$ cat src/hdl/atan2ba_pkg.sv
// ----------------------------------------------------------------------------
// atan2ba_pkg
// Shared types and fixed-point constants of the binary-angle arctangent.
// ----------------------------------------------------------------------------
package atan2ba_pkg;

  localparam int ANGLE_W = 32;
  localparam int K4_W    = 27;
  localparam int C_W     = 30;

  // polynomial coefficients, 2^31 = pi
  localparam logic [C_W-1:0]  K3_FIX = 30'd664287388;
  localparam logic [K4_W-1:0] K4_FIX = 27'd130324936;

  // per-beat sideband that rides along the divider
  typedef struct packed {
    logic       neg;   // ratio is negative
    logic [1:0] quad;  // quarter-turn offset
  } side_t;

endpackage

$ cat src/hdl/atan2ba_div.sv
// ----------------------------------------------------------------------------
// atan2ba_div
// Pipelined restoring divider, one quotient bit per stage: quo = num*2^FRAC/den
// for num <= den. A zero divisor gives a zero quotient.
// ----------------------------------------------------------------------------
module atan2ba_div #(
  parameter int WIDTH = 30,
  parameter int FRAC  = 24
) (
  input  logic                clk,
  input  logic                rst,
  input  logic                in_valid,
  input  logic [WIDTH-1:0]    num,
  input  logic [WIDTH-1:0]    den,
  input  atan2ba_pkg::side_t  in_side,
  output logic                out_valid,
  output logic [FRAC:0]       quo,
  output atan2ba_pkg::side_t  out_side
);
  import atan2ba_pkg::*;

  localparam int STAGES = FRAC + 1;

  logic [STAGES-1:0] v_q;
  logic [WIDTH:0]    rem_q  [0:STAGES-2];
  logic [WIDTH-1:0]  den_q  [0:STAGES-2];
  logic [FRAC:0]     quo_q  [0:STAGES-1];
  side_t             side_q [0:STAGES-1];
  logic              zero_q [0:STAGES-1];

  logic [WIDTH:0]    r_in   [0:STAGES-1];
  logic [WIDTH-1:0]  d_in   [0:STAGES-1];
  logic [FRAC:0]     q_in   [0:STAGES-1];
  side_t             s_in   [0:STAGES-1];
  logic              z_in   [0:STAGES-1];
  logic [STAGES-1:0] vld_in;
  logic [STAGES-1:0] ge;
  logic [WIDTH:0]    diff   [0:STAGES-1];

  always_comb begin
    r_in[0]   = {1'b0, num};
    d_in[0]   = den;
    q_in[0]   = '0;
    s_in[0]   = in_side;
    z_in[0]   = (den == '0);
    vld_in[0] = in_valid;
    for (int s = 1; s < STAGES; s++) begin
      r_in[s]   = rem_q[s-1];
      d_in[s]   = den_q[s-1];
      q_in[s]   = quo_q[s-1];
      s_in[s]   = side_q[s-1];
      z_in[s]   = zero_q[s-1];
      vld_in[s] = v_q[s-1];
    end
    for (int s = 0; s < STAGES; s++) begin
      ge[s]   = (r_in[s] >= {1'b0, d_in[s]});
      diff[s] = r_in[s] - {1'b0, d_in[s]};
    end
  end

  always_ff @(posedge clk) begin
    if (rst) begin
      v_q <= '0;
    end else begin
      v_q <= vld_in;
    end
  end

  always_ff @(posedge clk) begin
    for (int s = 0; s < STAGES; s++) begin
      quo_q[s]  <= {q_in[s][FRAC-1:0], ge[s]};
      side_q[s] <= s_in[s];
      zero_q[s] <= z_in[s];
    end
    // partial remainder stays below 2*den
    for (int s = 0; s < STAGES - 1; s++) begin
      rem_q[s] <= ge[s] ? {diff[s][WIDTH-1:0], 1'b0} : {r_in[s][WIDTH-1:0], 1'b0};
      den_q[s] <= d_in[s];
    end
  end

  assign out_valid = v_q[STAGES-1];
  assign quo       = zero_q[STAGES-1] ? '0 : quo_q[STAGES-1];
  assign out_side  = side_q[STAGES-1];

  a_rem_bound: assert property (@(posedge clk) disable iff (rst)
    (v_q[0] && !zero_q[0]) |-> (rem_q[0] < {den_q[0], 1'b0}))
    else $error("divider remainder out of range");

  a_quo_bound: assert property (@(posedge clk) disable iff (rst)
    out_valid |-> (quo <= ((FRAC+1)'(1) << FRAC)))
    else $error("quotient above one");

endmodule
$ cat config.mk
export PLATFORM = sky130hd
export DESIGN_NAME = atan2ba_div
export DESIGN_NICKNAME = d
export VERILOG_FILES = /design/src/hdl/atan2ba_pkg.sv /design/src/hdl/atan2ba_div.sv
export SDC_FILE = /design/constraint.sdc
export NUM_CORES = 2
export LEC_CHECK = 0
export BUFFER_PORTS_ARGS = -buffer_cell sky130_fd_sc_hd__buf_2
export CAP_MARGIN = 15
export CORE_UTILIZATION = 55
export CTS_BUF_LIST = sky130_fd_sc_hd__clkbuf_8
export DETAILED_ROUTE_END_ITERATION = 8
export MAX_ROUTING_LAYER = met4
export PLACE_DENSITY = 0.67
export SYNTH_ARGS = -nofsm -noshare
export SYNTH_HDL_FRONTEND = slang
export SYNTH_SLANG_ARGS = --single-unit
$ cat constraint.sdc
create_clock -name clk -period 4.3 [get_ports clk]
set_input_delay 0.43 -clock clk [delete_from_list [all_inputs] [get_ports clk]]
set_output_delay 0.43 -clock clk [all_outputs]
set_load 0.005 [all_outputs]
==> flow_results.org <==
** Status
- The run finished with clean final reports.

** Global routing
- The initial antenna violation count is 6.
- Global-route wire length before repair :: 323 mm
- GRT Resource Usage Total :: 26.5%
- Summed over all layers, the global routing overflow is 0.
- In the global route stage, met2 resource usage came out at 46.7%.
- Met3 Resource Use GR :: 3.53%
- Global routing consumed, on the met1 layer, 29.3% of the routing resources.
- Maximum number of pins on one net before global-route repair :: 52
- Layer with the highest usage after global routing :: met2
- The number of global-route vias before repair came to 61700.

** Timing
- Final period util :: 91.5%
- Number of pins exceeding their max-slew limit in the final report :: 0
- Hold slack final :: 0.113 ns
- Setup repair after global routing left no endpoint under its margin.
- Min cycle time layout :: 3.93 ns
- Headroom to the max-slew limit came out at 25.6%.
- Setup Total Neg Slack :: 0 ns
- Actual transition at the worst max-transition pin :: 1.11 ns
- On the final layout, the worst clock skew is 0.0636 ns.
- Setup violations remaining at the end of the flow were counted as 0.
- Fmax :: 0.254 GHz
- The number of hold violations in the final report came to 0.

** Floorplan
- Floorplan die area :: 156000 um2
- The die is 394 um wide.
- Number of primary I/O pins :: 95
- Once the floorplan was initialized, standard cells occupied 55.5% of the core.
- Row generation in the floorplan step produced 143 rows.
- In this run the vertical extent of the chip is 394 um.
- Core ar. :: 152000 um2

** Final layout
- Synthesis-to-layout area growth :: 12.1%
- Registers take 37800 um2.
- Number of filler instances in the final layout :: 12900
- Multi-input logic area :: 42600 um2
- End-of-flow core utilization :: 62.2%
- After the last flow step, the layout net total stands at 10000.
- Layout cells sized above 1 :: 8.30%

** Worst setup path
- For the worst setup path, the data arrival time is 4.78 ns.
- The cell family contributing the most delay on the critical path is compound AO/OA/AOI/OAI gates.
- CP startpoint kind :: flip-flop
- Measured in cells, the most critical reg-to-reg path has a length of 13.
- Worst EP required :: 5.14 ns
- Counting both buffers and inverters, the worst setup path holds a total of 2.
- The startpoint identified for the worst register-to-register timing path is den_q[1][61].
- In this run the number of cells on the critical path is 13.
- Among all stages on the critical path, the largest delay is contributed by sky130_fd_sc_hd__a211oi_1.
- Endpoint of the most critical register-to-register path :: rem_q[1][118]
- The largest single stage delay on the critical path is 0.59 ns.
- Origin of the worst setup path :: den_q[1][61]
- Traced cell by cell, the critical path runs through inv_1 -> ha_1 -> nor2b_1 -> o31ai_1 -> a21oi_1 -> a211oi_1 -> o41ai_1 -> a21o_1 -> a21o_1 -> a31o_2 -> buf_4 -> nor2_1 -> a21oi_1.
- The worst setup path is of the reg -> reg kind.
- Largest driver fanout on the critical path :: 23
- Category of the worst setup path capture point :: flip-flop
- In this run the worst setup path terminates at rem_q[1][118].
- Setup slack on the worst reg-to-reg path comes out at 0.37 ns.

** Placed design
- Placer's final routability congestion estimate :: 0.949
- Buffers placed on the I/O ports in this run total 94.
- Detailed placement ended at an HPWL of 158 mm.

** Route
- DRC violation count after routing :: 0
- For this block, the routed nets add up to 203 mm of wire.
- Number of DRC violations after detailed-routing iteration 0 :: 3765
- Detailed routing inserted a total of 62200 vias.
- Detail Route Antenna Nets :: 0
- DR pass1 iterations :: 6
- Vias per Instance :: 5.43
- Per-cell routed wire length :: 17.7 um

** CTS
- The number of setup buffers added after CTS is 0.
- In this run the number of H-tree levels came out at 5.
- Max clock buf depth :: 4
- Number of sinks driven by the clock tree :: 1890
- TritonCTS built the clock tree.
- Post-CTS repair changed the size of 0 cells.
- Worst-Skew Late Latency :: 1.01 ns
- The tree is rooted in a sky130_fd_sc_hd__clkbuf_8.
- CTS buffer count :: 319
- After clock tree synthesis, the clock-pin slew on the worst setup and hold paths is 0.06 ns.

** Logic synthesis
- In this run, distinct cell masters in the synthesized netlist total 91.
- In this run, synthesis produced a sequential element count of 1890.
- Seq/Total Area, Yosys :: 44.7%
- Synthesized area divided by synthesized cell count :: 9.57 um2
- Combined area of all synthesized cells :: 84700 um2
- The Yosys step of the flow raised 0 warnings.
- Proportion of register bits with asynchronous set or reset after synthesis :: 0%
- Synth top area share :: 44.7%
- EDFF count, synth :: 0
- Summed over all instances, the cell type with the most area after synthesis is sky130_fd_sc_hd__dfxtp_1.
- Synthesized netlist net count :: 9690
- Among all flip-flop cells after synthesis, the most frequent one is sky130_fd_sc_hd__dfxtp_1.
- Area contributors post-synth :: sky130_fd_sc_hd__dfxtp_1 45%, sky130_fd_sc_hd__ha_1 11%, sky130_fd_sc_hd__inv_1 4.2%, sky130_fd_sc_hd__a21oi_1 4.1%, sky130_fd_sc_hd__xnor2_1 3.9%
- Number of instances in the synthesized netlist :: 8851

** Power
- For this design the static power due to leakage is 0.0451 uW.
- Clk pwr share :: 19.8%
- Power spent charging and discharging nets :: 32200 uW
- Combinational logic burns 47.8% of the power.
- Worst ir drop on vdd :: 0.412 mV
- Power density cells :: 874 nW/um2
- The share of total power dissipated in sequential elements is 32.4%.
- Net Sw Frac :: 38.8%
- P_int :: 50800 uW

** Min path
- Worst min-delay path class :: in -> reg
- The worst hold path begins at den[2].

** Run
- Max-cap violations in this run came to 0.
flip-flops by register name, indices dropped and copies added (netlist names):
register and count:
rem_q 720, quo_q 325, den_q 720, side_q 75
zero_q 25, v_q 25
worst min path at each step:
stage | end | depth (start not counted)
5_1_grt | den_q[0][2] | 2
3_5_place_dp | zero_q[1][8] | 0
6_report | den_q[0][2] | 2
2_1_floorplan | quo_q[0][101] | 0
4_1_cts | den_q[0][0] | 2
3_3_place_gp | side_q[0][24] | 0
cells by family (layout without fill, tap and decap cells):
group	after synthesis	after routing	share of synthesized area (%)
AND/OR/NAND/NOR	1787	1787	10.0
buffers and inverters	1143	1704	5.18
multiplexers	369	369	5.18
other	0	15	0
flip-flops	1890	1890	44.7
XOR/XNOR	613	613	6.34
adder cells (fa/ha/maj)	773	773	11.6
AO/OA/AOI/OAI	2276	2276	17.0
per-layer routing:
layer	share of wire, %	vias up
met1	41	28900
met2	50	1412
met4	4.9	0
li1	-	31300
met3	3.9	549
met5	0	-
what timing repair did:
item | CTS | global route
setup endpoints to repair | 0 | 0
hold endpoints to repair | 89 | 0
hold buffers | 74 | 0
cell usage in the layout (no fill, tap or decap), types with 81 or more instances in the layout:
cell,n
sky130_fd_sc_hd__o21ai_0,345
sky130_fd_sc_hd__xor2_1,236
sky130_fd_sc_hd__o21ai_1,201
sky130_fd_sc_hd__nor2b_1,129
sky130_fd_sc_hd__nand3_1,137
sky130_fd_sc_hd__o21a_1,81
sky130_fd_sc_hd__a21o_1,412
sky130_fd_sc_hd__nor2_1,442
sky130_fd_sc_hd__xnor2_1,377
sky130_fd_sc_hd__nand2_1,567
sky130_fd_sc_hd__clkbuf_8,393
sky130_fd_sc_hd__inv_1,1004
sky130_fd_sc_hd__ha_1,749
sky130_fd_sc_hd__buf_2,94
sky130_fd_sc_hd__dfxtp_1,1889
sky130_fd_sc_hd__nor3_1,87
sky130_fd_sc_hd__nand4_1,112
sky130_fd_sc_hd__mux2_1,267
sky130_fd_sc_hd__a21oi_1,687
cell type report:
cell class / count / area share (%)
inverter: 946 / 3.74
timing repair buffer: 221 / 1.81
clock buffer: 393 / 5.70
sequential: 1890 / 39.9
multi-input combinational: 5818 / 44.9
tap: 2030 / 2.68
antenna: 15 / 0.0396
clock inverter: 144 / 1.24
through the flow:
stage	worst slack, ns	cells	total power (uW)	cell area [um2]
after floorplan	1.06	8851	56500	84700
after global placement	0.496	10800	65800	87500
after detailed placement	0.362	10800	66400	87500
after CTS	0.334	11400	83300	94800
after global routing	0.0732	11500	89200	94900
final	0.366	11500	82900	94900
Yosys cell counts (all sizes together), types with 46 or more instances:
| master | count |
|---|---|
| o21a | 81 |
| a31oi | 61 |
| nor2b | 129 |
| nand2b | 64 |
| xnor2 | 377 |
| nand4 | 112 |
| a211oi | 60 |
| clkbuf | 151 |
| nand2 | 567 |
| o21bai | 80 |
| a21oi | 690 |
| xor2 | 236 |
| dfxtp | 1890 |
| nor2 | 444 |
| ha | 749 |
| mux2 | 356 |
| and3 | 72 |
| nand3 | 137 |
| o21ai | 554 |
| o31ai | 58 |
| inv | 946 |
| nor3 | 87 |
| a21o | 412 |
| buf | 46 |
power by group through the flow:
stage / clock, uW / sequential (uW) / combinational (uW)
6_report: 16400 / 26900 / 39600
5_1_grt: 17700 / 27300 / 44100
3_5_place_dp: 0 / 27200 / 39100
3_3_place_gp: 0 / 27300 / 38500
2_1_floorplan: 0 / 25300 / 31200
4_1_cts: 16900 / 26900 / 39500
Note: power is estimated with default switching activity, not from simulation.
